$ cat config.mk
export PLATFORM = sky130hd
export DESIGN_NAME = pgn_line_classifier
export DESIGN_NICKNAME = d
export VERILOG_FILES = /design/src/hw/rtl/plc_pkg.sv /design/src/hw/rtl/pgn_line_classifier.sv /design/src/hw/rtl/plc_result_queue.sv
export SDC_FILE = /design/constraint.sdc
export NUM_CORES = 1
export LEC_CHECK = 0
export BUFFER_PORTS_ARGS = -buffer_cell sky130_fd_sc_hd__buf_4
export CAP_MARGIN = 0
export CORE_ASPECT_RATIO = 0.9
export CORE_MARGIN = 1.5
export CORE_UTILIZATION = 31
export DETAILED_ROUTE_END_ITERATION = 8
export PLACE_DENSITY = 0.43
export SYNTH_ARGS = -nofsm -noshare
export SYNTH_HDL_FRONTEND = slang
export SYNTH_SLANG_ARGS = --single-unit
export TNS_END_PERCENT = 30
$ cat constraint.sdc
create_clock -name clk -period 6.1 [get_ports clk]
set_input_delay 1.22 -clock clk [delete_from_list [all_inputs] [get_ports clk]]
set_output_delay 1.22 -clock clk [all_outputs]
set_load 0.02 [all_outputs]
$ cat src/hw/rtl/plc_pkg.sv
// shared types and constants for the pgn line classifier
// no dependencies; imported by plc_result_queue, pgn_line_classifier and the testbench
package plc_pkg;

  // request modes
  localparam logic [1:0] MODE_BYTE    = 2'd0;
  localparam logic [1:0] MODE_EOF     = 2'd1;
  localparam logic [1:0] MODE_RESTART = 2'd2;

  // line kinds
  localparam logic [2:0] KIND_NONE         = 3'd0;
  localparam logic [2:0] KIND_FIRST_PREFIX = 3'd1;
  localparam logic [2:0] KIND_NEXT_PREFIX  = 3'd2;
  localparam logic [2:0] KIND_FIRST_TAG    = 3'd3;
  localparam logic [2:0] KIND_NEXT_TAG     = 3'd4;
  localparam logic [2:0] KIND_FIRST_MOVES  = 3'd5;
  localparam logic [2:0] KIND_NEXT_MOVES   = 3'd6;
  localparam logic [2:0] KIND_DONE         = 3'd7;

  // character codes
  localparam logic [7:0] CH_NUL      = 8'h00;
  localparam logic [7:0] CH_TAB      = 8'h09;
  localparam logic [7:0] CH_LF       = 8'h0A;
  localparam logic [7:0] CH_CR       = 8'h0D;
  localparam logic [7:0] CH_SPACE    = 8'h20;
  localparam logic [7:0] CH_QUOTE    = 8'h22;
  localparam logic [7:0] CH_LBRACKET = 8'h5B;
  localparam logic [7:0] CH_RBRACKET = 8'h5D;

  // result queue geometry
  localparam int QUEUE_DEPTH = 2;
  localparam int QPTR_W      = $clog2(QUEUE_DEPTH);
  localparam int QCNT_W      = $clog2(QUEUE_DEPTH + 1);

  typedef struct packed {
    logic [2:0] kind;
    logic       eoi;
    logic       last;
  } plc_result_t;

  // all results of one request: one or two
  typedef struct packed {
    logic        two;
    plc_result_t first;
    plc_result_t second;
  } plc_entry_t;

  typedef struct packed {
    logic full;
    logic pop;
  } plc_q_status_t;

endpackage

$ cat src/hw/rtl/pgn_line_classifier.sv
// pgn_line_classifier: splits chess game text into lines and classifies each line
// depends on plc_pkg and plc_result_queue
//
// usage
//   input channel (in_valid / in_stall, fields mode and ch): one request per cycle
//   unless in_stall; mode 0 carries a text byte, mode 1 marks end of file, mode 2
//   restarts the line machine, mode 3 is ignored
//   output channel (out_valid / out_stall, fields line_kind, end_of_input, last):
//   a line end gives one result; end of file gives a classify result for an
//   unfinished line (last low) and then the done result (last high)
//   path: an accepted request is held in the input register, then processed, and its
//   results are written into the queue, from which the receiver takes them
//   throughput: one request per cycle unless in_stall; each request is handled by the
//   scanner and line machine, the output side moves one result per cycle unless
//   out_stall, so an end of file with an unfinished line gives two output results
//   stalls: the output side buffers result groups in a two-entry queue; when it
//   is full and not draining, the input register holds and in_stall is raised
//   reset: line machine to initial, scanner to leading whitespace, length zero,
//   queue empty
module pgn_line_classifier #(
  parameter int LINE_LIMIT = 2045
) (
  input  logic       clk,
  input  logic       rst,
  input  logic       in_valid,
  output logic       in_stall,
  input  logic [1:0] mode,
  input  logic [7:0] ch,
  output logic       out_valid,
  input  logic       out_stall,
  output logic [2:0] line_kind,
  output logic       end_of_input,
  output logic       last
);
  import plc_pkg::*;

  localparam int LEN_W = $clog2(LINE_LIMIT + 1);

  // line machine states
  typedef enum logic [2:0] {
    LS_INIT     = 3'd0,
    LS_PREFIX   = 3'd1,
    LS_TAGS     = 3'd2,
    LS_PREMOVES = 3'd3,
    LS_MOVES    = 3'd4,
    LS_SEARCH   = 3'd5
  } line_state_t;

  // scanner phases; tag ok, blank and other hold until the line ends
  typedef enum logic [2:0] {
    PH_LEAD  = 3'd0,
    PH_OPEN  = 3'd1,
    PH_TAG   = 3'd2,
    PH_GAP   = 3'd3,
    PH_VALUE = 3'd4,
    PH_TAGOK = 3'd5,
    PH_BLANK = 3'd6,
    PH_OTHER = 3'd7
  } phase_t;

  typedef struct packed {
    line_state_t st;
    logic [2:0]  kind;
  } line_step_t;

  // one scanner step for one byte; a zero byte drops any phase but tag ok or blank into other
  function automatic phase_t scan_next(phase_t ph, logic [7:0] c);
    logic   ws;
    logic   bad;
    phase_t nx;
    ws  = (c == CH_SPACE) || (c == CH_TAB);
    bad = (c == CH_NUL) || (c == CH_RBRACKET) || (c == CH_QUOTE);
    nx  = ph;
    unique case (ph)
      PH_LEAD: begin
        if (!ws) begin
          if ((c == CH_LF) || (c == CH_CR)) nx = PH_BLANK;
          else if (c == CH_LBRACKET)       nx = PH_OPEN;
          else                             nx = PH_OTHER;
        end
      end
      PH_OPEN: begin
        if (!ws) nx = bad ? PH_OTHER : PH_TAG;
      end
      PH_TAG: begin
        if (ws)       nx = PH_GAP;
        else if (bad) nx = PH_OTHER;
      end
      PH_GAP: begin
        if (!ws) nx = (c == CH_QUOTE) ? PH_VALUE : PH_OTHER;
      end
      PH_VALUE: begin
        if (c == CH_QUOTE)    nx = PH_TAGOK;
        else if (c == CH_NUL) nx = PH_OTHER;
      end
      default: nx = ph;
    endcase
    return nx;
  endfunction

  // line machine step taken when a line finishes
  function automatic line_step_t line_finish(line_state_t ls, phase_t ph);
    logic       tag;
    logic       blank;
    line_step_t r;
    tag    = (ph == PH_TAGOK);
    blank  = (ph == PH_BLANK);
    r.st   = ls;
    r.kind = KIND_NONE;
    unique case (ls)
      LS_INIT, LS_SEARCH: begin
        if (tag) begin
          r.st = LS_TAGS; r.kind = KIND_FIRST_TAG;
        end else if (!blank) begin
          r.st = LS_PREFIX; r.kind = KIND_FIRST_PREFIX;
        end
      end
      LS_PREFIX: begin
        if (tag) begin
          r.st = LS_TAGS; r.kind = KIND_FIRST_TAG;
        end else begin
          r.kind = KIND_NEXT_PREFIX;
        end
      end
      LS_TAGS: begin
        if (tag) begin
          r.kind = KIND_NEXT_TAG;
        end else if (blank) begin
          r.st = LS_PREMOVES;
        end else begin
          r.st = LS_MOVES; r.kind = KIND_FIRST_MOVES;
        end
      end
      LS_PREMOVES: begin
        if (!blank) begin
          r.st = LS_MOVES; r.kind = KIND_FIRST_MOVES;
        end
      end
      LS_MOVES: begin
        if (blank) begin
          r.st = LS_SEARCH; r.kind = KIND_DONE;
        end else begin
          r.kind = KIND_NEXT_MOVES;
        end
      end
      default: r.st = LS_INIT;
    endcase
    return r;
  endfunction

  // input register
  logic        s1_valid;
  logic [1:0]  s1_mode;
  logic [7:0]  s1_ch;

  // block state
  line_state_t line_state;
  line_state_t line_state_next;
  phase_t      scan_phase;
  phase_t      scan_phase_next;
  logic [LEN_W-1:0] line_length;
  logic [LEN_W-1:0] line_length_next;

  // processing
  phase_t           ph_scan;
  logic [LEN_W-1:0] len_inc;
  logic             byte_ends;
  line_step_t       fin_byte;
  line_step_t       fin_eof;
  line_state_t      eof_state;
  logic [2:0]       done_kind;
  logic             push_ok;
  logic             push;
  plc_entry_t       entry;
  plc_q_status_t    q_status;

  // the queue can take a group when not full or when its head leaves this cycle
  assign push_ok  = !q_status.full || q_status.pop;
  assign in_stall = s1_valid && !push_ok;

  assign ph_scan   = scan_next(scan_phase, s1_ch);
  assign len_inc   = line_length + LEN_W'(1);
  // length never passes the limit, so the increment cannot wrap
  assign byte_ends = (s1_ch == CH_LF) || (len_inc >= LEN_W'(LINE_LIMIT));
  assign fin_byte  = line_finish(line_state, ph_scan);
  assign fin_eof   = line_finish(line_state, scan_phase);
  assign eof_state = (line_length != '0) ? fin_eof.st : line_state;
  assign done_kind = (eof_state == LS_MOVES) ? KIND_DONE : KIND_NONE;

  always_comb begin
    line_state_next  = line_state;
    scan_phase_next  = scan_phase;
    line_length_next = line_length;
    push             = 1'b0;
    entry            = '0;
    if (s1_valid && push_ok) begin
      unique case (s1_mode)
        MODE_BYTE: begin
          if (byte_ends) begin
            line_state_next  = fin_byte.st;
            scan_phase_next  = PH_LEAD;
            line_length_next = '0;
            push             = 1'b1;
            entry.first      = '{kind: fin_byte.kind, eoi: 1'b0, last: 1'b1};
          end else begin
            scan_phase_next  = ph_scan;
            line_length_next = len_inc;
          end
        end
        MODE_EOF: begin
          push = 1'b1;
          if (line_length != '0) begin
            // classify the unfinished line, then report done
            line_state_next  = fin_eof.st;
            scan_phase_next  = PH_LEAD;
            line_length_next = '0;
            entry.two        = 1'b1;
            entry.first      = '{kind: fin_eof.kind, eoi: 1'b0, last: 1'b0};
            entry.second     = '{kind: done_kind, eoi: 1'b1, last: 1'b1};
          end else begin
            entry.first      = '{kind: done_kind, eoi: 1'b1, last: 1'b1};
          end
        end
        MODE_RESTART: begin
          line_state_next  = LS_INIT;
          scan_phase_next  = PH_LEAD;
          line_length_next = '0;
        end
        default: begin
          // unused mode, no effect
          line_state_next = line_state;
        end
      endcase
    end
  end

  always_ff @(posedge clk) begin
    if (rst) begin
      s1_valid    <= 1'b0;
      line_state  <= LS_INIT;
      scan_phase  <= PH_LEAD;
      line_length <= '0;
    end else begin
      line_state  <= line_state_next;
      scan_phase  <= scan_phase_next;
      line_length <= line_length_next;
      if (!in_stall) begin
        s1_valid <= in_valid;
      end
    end
    if (in_valid && !in_stall) begin
      s1_mode <= mode;
      s1_ch   <= ch;
    end
  end

  // result groups wait here until the receiver takes them
  plc_result_queue u_queue (
    .clk          (clk),
    .rst          (rst),
    .push         (push),
    .push_entry   (entry),
    .status       (q_status),
    .out_valid    (out_valid),
    .out_stall    (out_stall),
    .line_kind    (line_kind),
    .end_of_input (end_of_input),
    .last         (last)
  );

endmodule

$ cat src/hw/rtl/plc_result_queue.sv
// small queue of per-request result groups, unpacked one result per cycle unless out_stall
// depends on plc_pkg
module plc_result_queue (
  input  logic                  clk,
  input  logic                  rst,
  input  logic                  push,
  input  plc_pkg::plc_entry_t   push_entry,
  output plc_pkg::plc_q_status_t status,
  output logic                  out_valid,
  input  logic                  out_stall,
  output logic [2:0]            line_kind,
  output logic                  end_of_input,
  output logic                  last
);
  import plc_pkg::*;

  plc_entry_t          entries [QUEUE_DEPTH];
  logic [QPTR_W-1:0]   head;
  logic [QPTR_W-1:0]   tail;
  logic [QCNT_W-1:0]   count;
  logic                sel;
  plc_entry_t          head_entry;
  plc_result_t         cur;
  logic                take;
  logic                pop;

  assign head_entry = entries[head];
  assign cur        = sel ? head_entry.second : head_entry.first;
  assign out_valid  = (count != '0);
  assign take       = out_valid && !out_stall;
  // entry leaves once its final result is taken
  assign pop        = take && (sel || !head_entry.two);

  assign line_kind    = cur.kind;
  assign end_of_input = cur.eoi;
  assign last         = cur.last;

  assign status.full = (count == QCNT_W'(QUEUE_DEPTH));
  assign status.pop  = pop;

  always_ff @(posedge clk) begin
    if (rst) begin
      head  <= '0;
      tail  <= '0;
      count <= '0;
      sel   <= 1'b0;
    end else begin
      if (push) begin
        entries[tail] <= push_entry;
        tail <= (tail == QPTR_W'(QUEUE_DEPTH - 1)) ? '0 : tail + QPTR_W'(1);
      end
      if (pop) begin
        head <= (head == QPTR_W'(QUEUE_DEPTH - 1)) ? '0 : head + QPTR_W'(1);
      end
      if (push && !pop) begin
        count <= count + QCNT_W'(1);
      end else if (pop && !push) begin
        count <= count - QCNT_W'(1);
      end
      if (take) begin
        sel <= !pop;
      end
    end
  end

endmodule

==> flow_summary.html <==
<table>
<tr><th>Metric</th><th>Value</th></tr>
<tr><th colspan="2">Power</th></tr>
<tr><td>Leakage power</td><td>approximately 1.2 nW</td></tr>
<tr><td>Internal power consumption</td><td>0.481 mW</td></tr>
<tr><td>Fraction of power consumed by combinational cells</td><td>17.9%</td></tr>
<tr><td>Switching power</td><td>0.207 mW</td></tr>
<tr><td>Fraction of power spent switching nets</td><td>a little under a third</td></tr>
<tr><td>PD cells</td><td>between 200 and 250 nW/um2</td></tr>
<tr><td>Share of power burned in the clock network</td><td>between 20% and 30%</td></tr>
<tr><td>Worst voltage drop across the vdd grid</td><td>74.5 uV</td></tr>
<tr><td>Sequential Power Share</td><td>between 50% and 60%</td></tr>
<tr><th colspan="2">Routing</th></tr>
<tr><td>Final antenna-violating net count</td><td>0</td></tr>
<tr><td>Remaining design rule violation count</td><td>0</td></tr>
<tr><td>Detailed-router iteration count before antenna repair</td><td>4</td></tr>
<tr><td>Overall routed net length</td><td>just under 8 mm</td></tr>
<tr><td>Total number of vias</td><td>2622</td></tr>
<tr><td>Detailed-route wire length per cell</td><td>approximately 16 um</td></tr>
<tr><td>Vias per std cell</td><td>around 5.4</td></tr>
<tr><td>Number of DRC markers after the initial detailed-route iteration</td><td>approximately 140</td></tr>
<tr><th colspan="2">Timing</th></tr>
<tr><td>Achievable frequency</td><td>approximately 290 MHz</td></tr>
<tr><td>Final total negative setup slack</td><td>0 ns</td></tr>
<tr><td>Headroom to the max-slew limit</td><td>around a quarter</td></tr>
<tr><td>Setup repair after global routing missed its margin</td><td>false</td></tr>
<tr><td>Final Cycle Share</td><td>55.8%</td></tr>
<tr><td>Worst hold slack across all endpoints</td><td>between 0.5 and 0.6 ns</td></tr>
<tr><td>Final worst clock skew</td><td>0.00522 ns</td></tr>
<tr><td>Number of failing hold endpoints at the final stage</td><td>0</td></tr>
<tr><td>Number of endpoints failing setup at the final stage</td><td>0</td></tr>
<tr><td>Final Critical Period</td><td>~3.4 ns</td></tr>
<tr><td>Actual slew at the worst max-slew pin</td><td>1.10 ns</td></tr>
<tr><td>Max-slew violation count</td><td>0</td></tr>
<tr><th colspan="2">Global route</th></tr>
<tr><td>Congestion Overflow GR</td><td>0</td></tr>
<tr><td>Initial antenna violation count</td><td>0</td></tr>
<tr><td>Global-route wire length before repair</td><td>12.9 mm</td></tr>
<tr><td>Largest net degree at the start of global routing</td><td>25</td></tr>
<tr><td>Via count of the first global-routing pass</td><td>between 2000 and 2500</td></tr>
<tr><td>Total global routing track utilization</td><td>~16%</td></tr>
<tr><th colspan="2">Worst setup path</th></tr>
<tr><td>Required time reported for the critical path endpoint</td><td>slightly above 6 ns</td></tr>
<tr><td>Dominant delay contributor by cell family on the critical path</td><td>simple AND/OR/NAND/NOR gates</td></tr>
<tr><td>Worst reg2reg setup slack</td><td>~2.7 ns</td></tr>
<tr><td>Destination of the worst register-to-register timing path</td><td>u_queue.entries[1][7]</td></tr>
<tr><td>Biggest fanout along the worst timing path</td><td>8</td></tr>
<tr><td>Instance count on the critical path</td><td>8</td></tr>
<tr><td>Arrival time worst endpoint</td><td>around 3.5 ns</td></tr>
<tr><td>Worst-path cell chain</td><td>or4_1, or4_4, o211ai_2, o21bai_4, nor2_4, o211ai_1, o211ai_1, a221oi_1</td></tr>
<tr><td>Library cell contributing the largest single delay on the critical path</td><td>sky130_fd_sc_hd__or4_1</td></tr>
<tr><td>Number of buffer and inverter instances along the worst setup path</td><td>0</td></tr>
<tr><td>Largest stage delay on the critical path</td><td>roughly 0.70 ns</td></tr>
<tr><td>Most used cell, CP</td><td>sky130_fd_sc_hd__o211ai_1</td></tr>
<tr><td>Setup crit end kind</td><td>flop</td></tr>
<tr><td>Crit Reg-Reg Startpoint</td><td>s1_ch[2]</td></tr>
<tr><td>Number of cell instances on the worst register-to-register path</td><td>8</td></tr>
<tr><td>CP startpoint kind</td><td>flop</td></tr>
<tr><td>WS Path Type</td><td>reg -&gt; reg</td></tr>
<tr><th colspan="2">Synthesis</th></tr>
<tr><td>Mean instance size in the synthesized netlist</td><td>~8.8 um2</td></tr>
<tr><td>Count of state elements after synthesis</td><td>48</td></tr>
<tr><td>Share of the synthesized area in the top cell type</td><td>roughly a quarter</td></tr>
<tr><td>Syn Std Cell Area</td><td>3100 um2</td></tr>
<tr><td>Async set-or-reset flop fraction in the synthesized netlist</td><td>0%</td></tr>
<tr><td>Count of flip-flops with a built-in enable after synthesis</td><td>24</td></tr>
<tr><td>Sequential cell area fraction in the yosys report</td><td>between 30% and 40%</td></tr>
<tr><td>Synth area leader</td><td>sky130_fd_sc_hd__edfxtp_1</td></tr>
<tr><td>Number of distinct library cells after synthesis</td><td>68</td></tr>
<tr><td>Synth Instances</td><td>351</td></tr>
<tr><td>Cells taking the most area after synthesis</td><td>sky130_fd_sc_hd__edfxtp_1 23%, sky130_fd_sc_hd__dfxtp_1 16%, sky130_fd_sc_hd__nor2_1 4.5%</td></tr>
<tr><td>Net count after synthesis</td><td>371</td></tr>
<tr><td>Yosys warning count</td><td>0</td></tr>
<tr><td>Most instantiated flip-flop cell in the synthesis netlist</td><td>sky130_fd_sc_hd__edfxtp_1</td></tr>
<tr><th colspan="2">Min path</th></tr>
<tr><td>Class of the tightest hold or removal check</td><td>reg -&gt; reg</td></tr>
<tr><td>Hold Crit Depth</td><td>2</td></tr>
<tr><td>WHS Endpoint</td><td>u_queue.head</td></tr>
<tr><td>Hold Startpoint</td><td>u_queue.head</td></tr>
<tr><th colspan="2">Clock tree</th></tr>
<tr><td>Worst-Skew Late Latency</td><td>roughly 0.31 ns</td></tr>
<tr><td>CTS clk-pin slew, worst paths</td><td>approximately 0.090 ns</td></tr>
<tr><td>CTS tree</td><td>yes</td></tr>
<tr><td>Maximum level of the CTS H-tree</td><td>2</td></tr>
<tr><td>CTS Buf Count</td><td>5</td></tr>
<tr><td>Clock root cell</td><td>sky130_fd_sc_hd__clkbuf_8</td></tr>
<tr><td>Maximum clock path buffer count</td><td>2</td></tr>
<tr><td>Setup Buffers After CTS</td><td>0</td></tr>
<tr><td>Clock net sink count</td><td>48</td></tr>
<tr><td>Hold buffer count at cts</td><td>0</td></tr>
<tr><td>Number of cells upsized or downsized after cts</td><td>0</td></tr>
<tr><th colspan="2">Floorplan</th></tr>
<tr><td>Die area</td><td>10600 um2</td></tr>
<tr><td>Placeable core region</td><td>~9700 um2</td></tr>
<tr><td>Die width</td><td>around 110 um</td></tr>
<tr><td>Num ports</td><td>21</td></tr>
<tr><td>Initial Util</td><td>roughly a third</td></tr>
<tr><td>Die Height</td><td>97.8 um</td></tr>
<tr><td>Number of rows in the core area</td><td>34</td></tr>
<tr><th colspan="2">Placement</th></tr>
<tr><td>Port buffer count</td><td>20</td></tr>
<tr><td>Post-placement cell area</td><td>3320 um2</td></tr>
<tr><td>Detail Placement HPWL</td><td>between 5 and 6 mm</td></tr>
<tr><td>Weighted congestion reported at the end of routability-driven placement</td><td>roughly 0.79</td></tr>
<tr><th colspan="2">Run status</th></tr>
<tr><td>Run status</td><td>finished clean</td></tr>
<tr><th colspan="2">Layout</th></tr>
<tr><td>Area grow syn2layout</td><td>10.2%</td></tr>
<tr><td>Most common cell after layout, fill and taps aside</td><td>sky130_fd_sc_hd__nor2_1</td></tr>
<tr><td>Fin nets</td><td>approximately 380</td></tr>
<tr><td>Share of layout cells above drive strength 1</td><td>between 10% and 20%</td></tr>
<tr><td>Post-route cell area</td><td>3410 um2</td></tr>
<tr><td>Leading cell types in the layout, fill and taps excluded</td><td>37 x sky130_fd_sc_hd__nor2_1, 25 x sky130_fd_sc_hd__a21oi_1, 24 x sky130_fd_sc_hd__dfxtp_1, 24 x sky130_fd_sc_hd__edfxtp_1</td></tr>
<tr><td>Number of antenna diodes</td><td>0</td></tr>
<tr><th colspan="2">Flow run</th></tr>
<tr><td>Number of max-cap violations</td><td>0</td></tr>
</table>
cell usage after synthesis, drive strengths merged, types with 6 or more instances:
| cell type | number |
|---|---|
| nor3 | 6 |
| o21ai | 22 |
| nor2b | 7 |
| clkbuf | 19 |
| nand3 | 12 |
| nand2 | 21 |
| and3 | 6 |
| edfxtp | 24 |
| xor2 | 7 |
| o211ai | 6 |
| nor2 | 38 |
| a22oi | 7 |
| a21oi | 25 |
| mux2i | 7 |
| nand2b | 12 |
| dfxtp | 24 |
| ha | 6 |
| inv | 14 |
worst max path at each step:
stage | startpoint | endpoint | slack [ns]
3_3_place_gp | out_stall | line_length[9] | 2.70
5_1_grt | s1_ch[2] | u_queue.entries[0][7] | 2.55
4_1_cts | s1_ch[2] | u_queue.entries[0][7] | 2.74
2_1_floorplan | out_stall | in_stall | 3.07
3_5_place_dp | out_stall | line_length[9] | 2.66
6_report | s1_ch[2] | u_queue.entries[1][7] | 2.69
through the flow:
step	utilization, %	cells	setup slack [ns]	total power [mW]
after global routing	35.2	483	2.55	0.731
after CTS	35.2	483	2.74	0.700
after detailed placement	34.2	475	2.66	0.498
after global placement	34.2	475	2.70	0.500
final	35.2	483	2.69	0.689
after floorplan	-	351	3.07	0.461
layout make-up:
| type | instances | area (um2) |
|---|---|---|
| Clock buffer | 5 | 68.8 |
| Sequential cell | 48 | 1200 |
| Clock inverter | 3 | 22.5 |
| Fill cell | 997 | 6290 |
| Multi-Input combinational cell | 267 | 1760 |
| Timing Repair Buffer | 20 | 150 |
| Tap cell | 126 | 158 |
| Inverter | 14 | 52.6 |
worst register-to-register path, delay by kind of cell (launching register included):
family | cells | cell delay, ns
AND/OR/NAND/NOR | 3 | 1.37
flip-flops | 1 | 0.46
AO/OA/AOI/OAI | 5 | 1.33
power groups by stage:
| stage | registers [mW] | clock network, mW | logic [mW] |
|---|---|---|---|
| 3_3_place_gp | 0.376 | 0 | 0.124 |
| 2_1_floorplan | 0.362 | 0 | 0.0988 |
| 5_1_grt | 0.370 | 0.222 | 0.138 |
| 3_5_place_dp | 0.375 | 0 | 0.123 |
| 4_1_cts | 0.368 | 0.209 | 0.124 |
| 6_report | 0.368 | 0.198 | 0.123 |
registers in the layout, summed over array words and instances (netlist names), named ones only:
| register | flops |
|---|---|
| u_queue.entries | 14 |
| line_length | 11 |
| s1_ch | 8 |
| line_state | 3 |
| scan_phase | 3 |
| s1_mode | 2 |
| u_queue.count | 2 |
| s1_valid | 1 |
| u_queue.head | 1 |
| u_queue.sel | 1 |
| u_queue.tail | 1 |
kinds of logic (layout without fill, tap and decap cells):
| group | Yosys count | count (layout) | share of synthesized area, % |
|---|---|---|---|
| xor gates and xnor gates | 10 | 10 | 2.83 |
| muxes | 8 | 8 | 2.63 |
| AOI/OAI and AO/OA | 105 | 105 | 24.6 |
| and+or+nand+nor | 138 | 138 | 24.3 |
| DFF | 48 | 48 | 38.8 |
| buffers and inverters | 36 | 42 | 4.40 |
| adders and majority gates | 6 | 6 | 2.42 |
metal layers:
| metal | up-vias | part of all wire (%) | global-route usage, % |
|---|---|---|---|
| met5 | - | 0 | 0 |
| li1 | 1320 | - | - |
| met4 | 0 | 1.1 | 4.15 |
| met2 | 55 | 42 | 22.1 |
| met3 | 7 | 4.0 | 3.20 |
| met1 | 1240 | 53 | 23.5 |
Note: power is estimated with default switching activity, not from simulation.
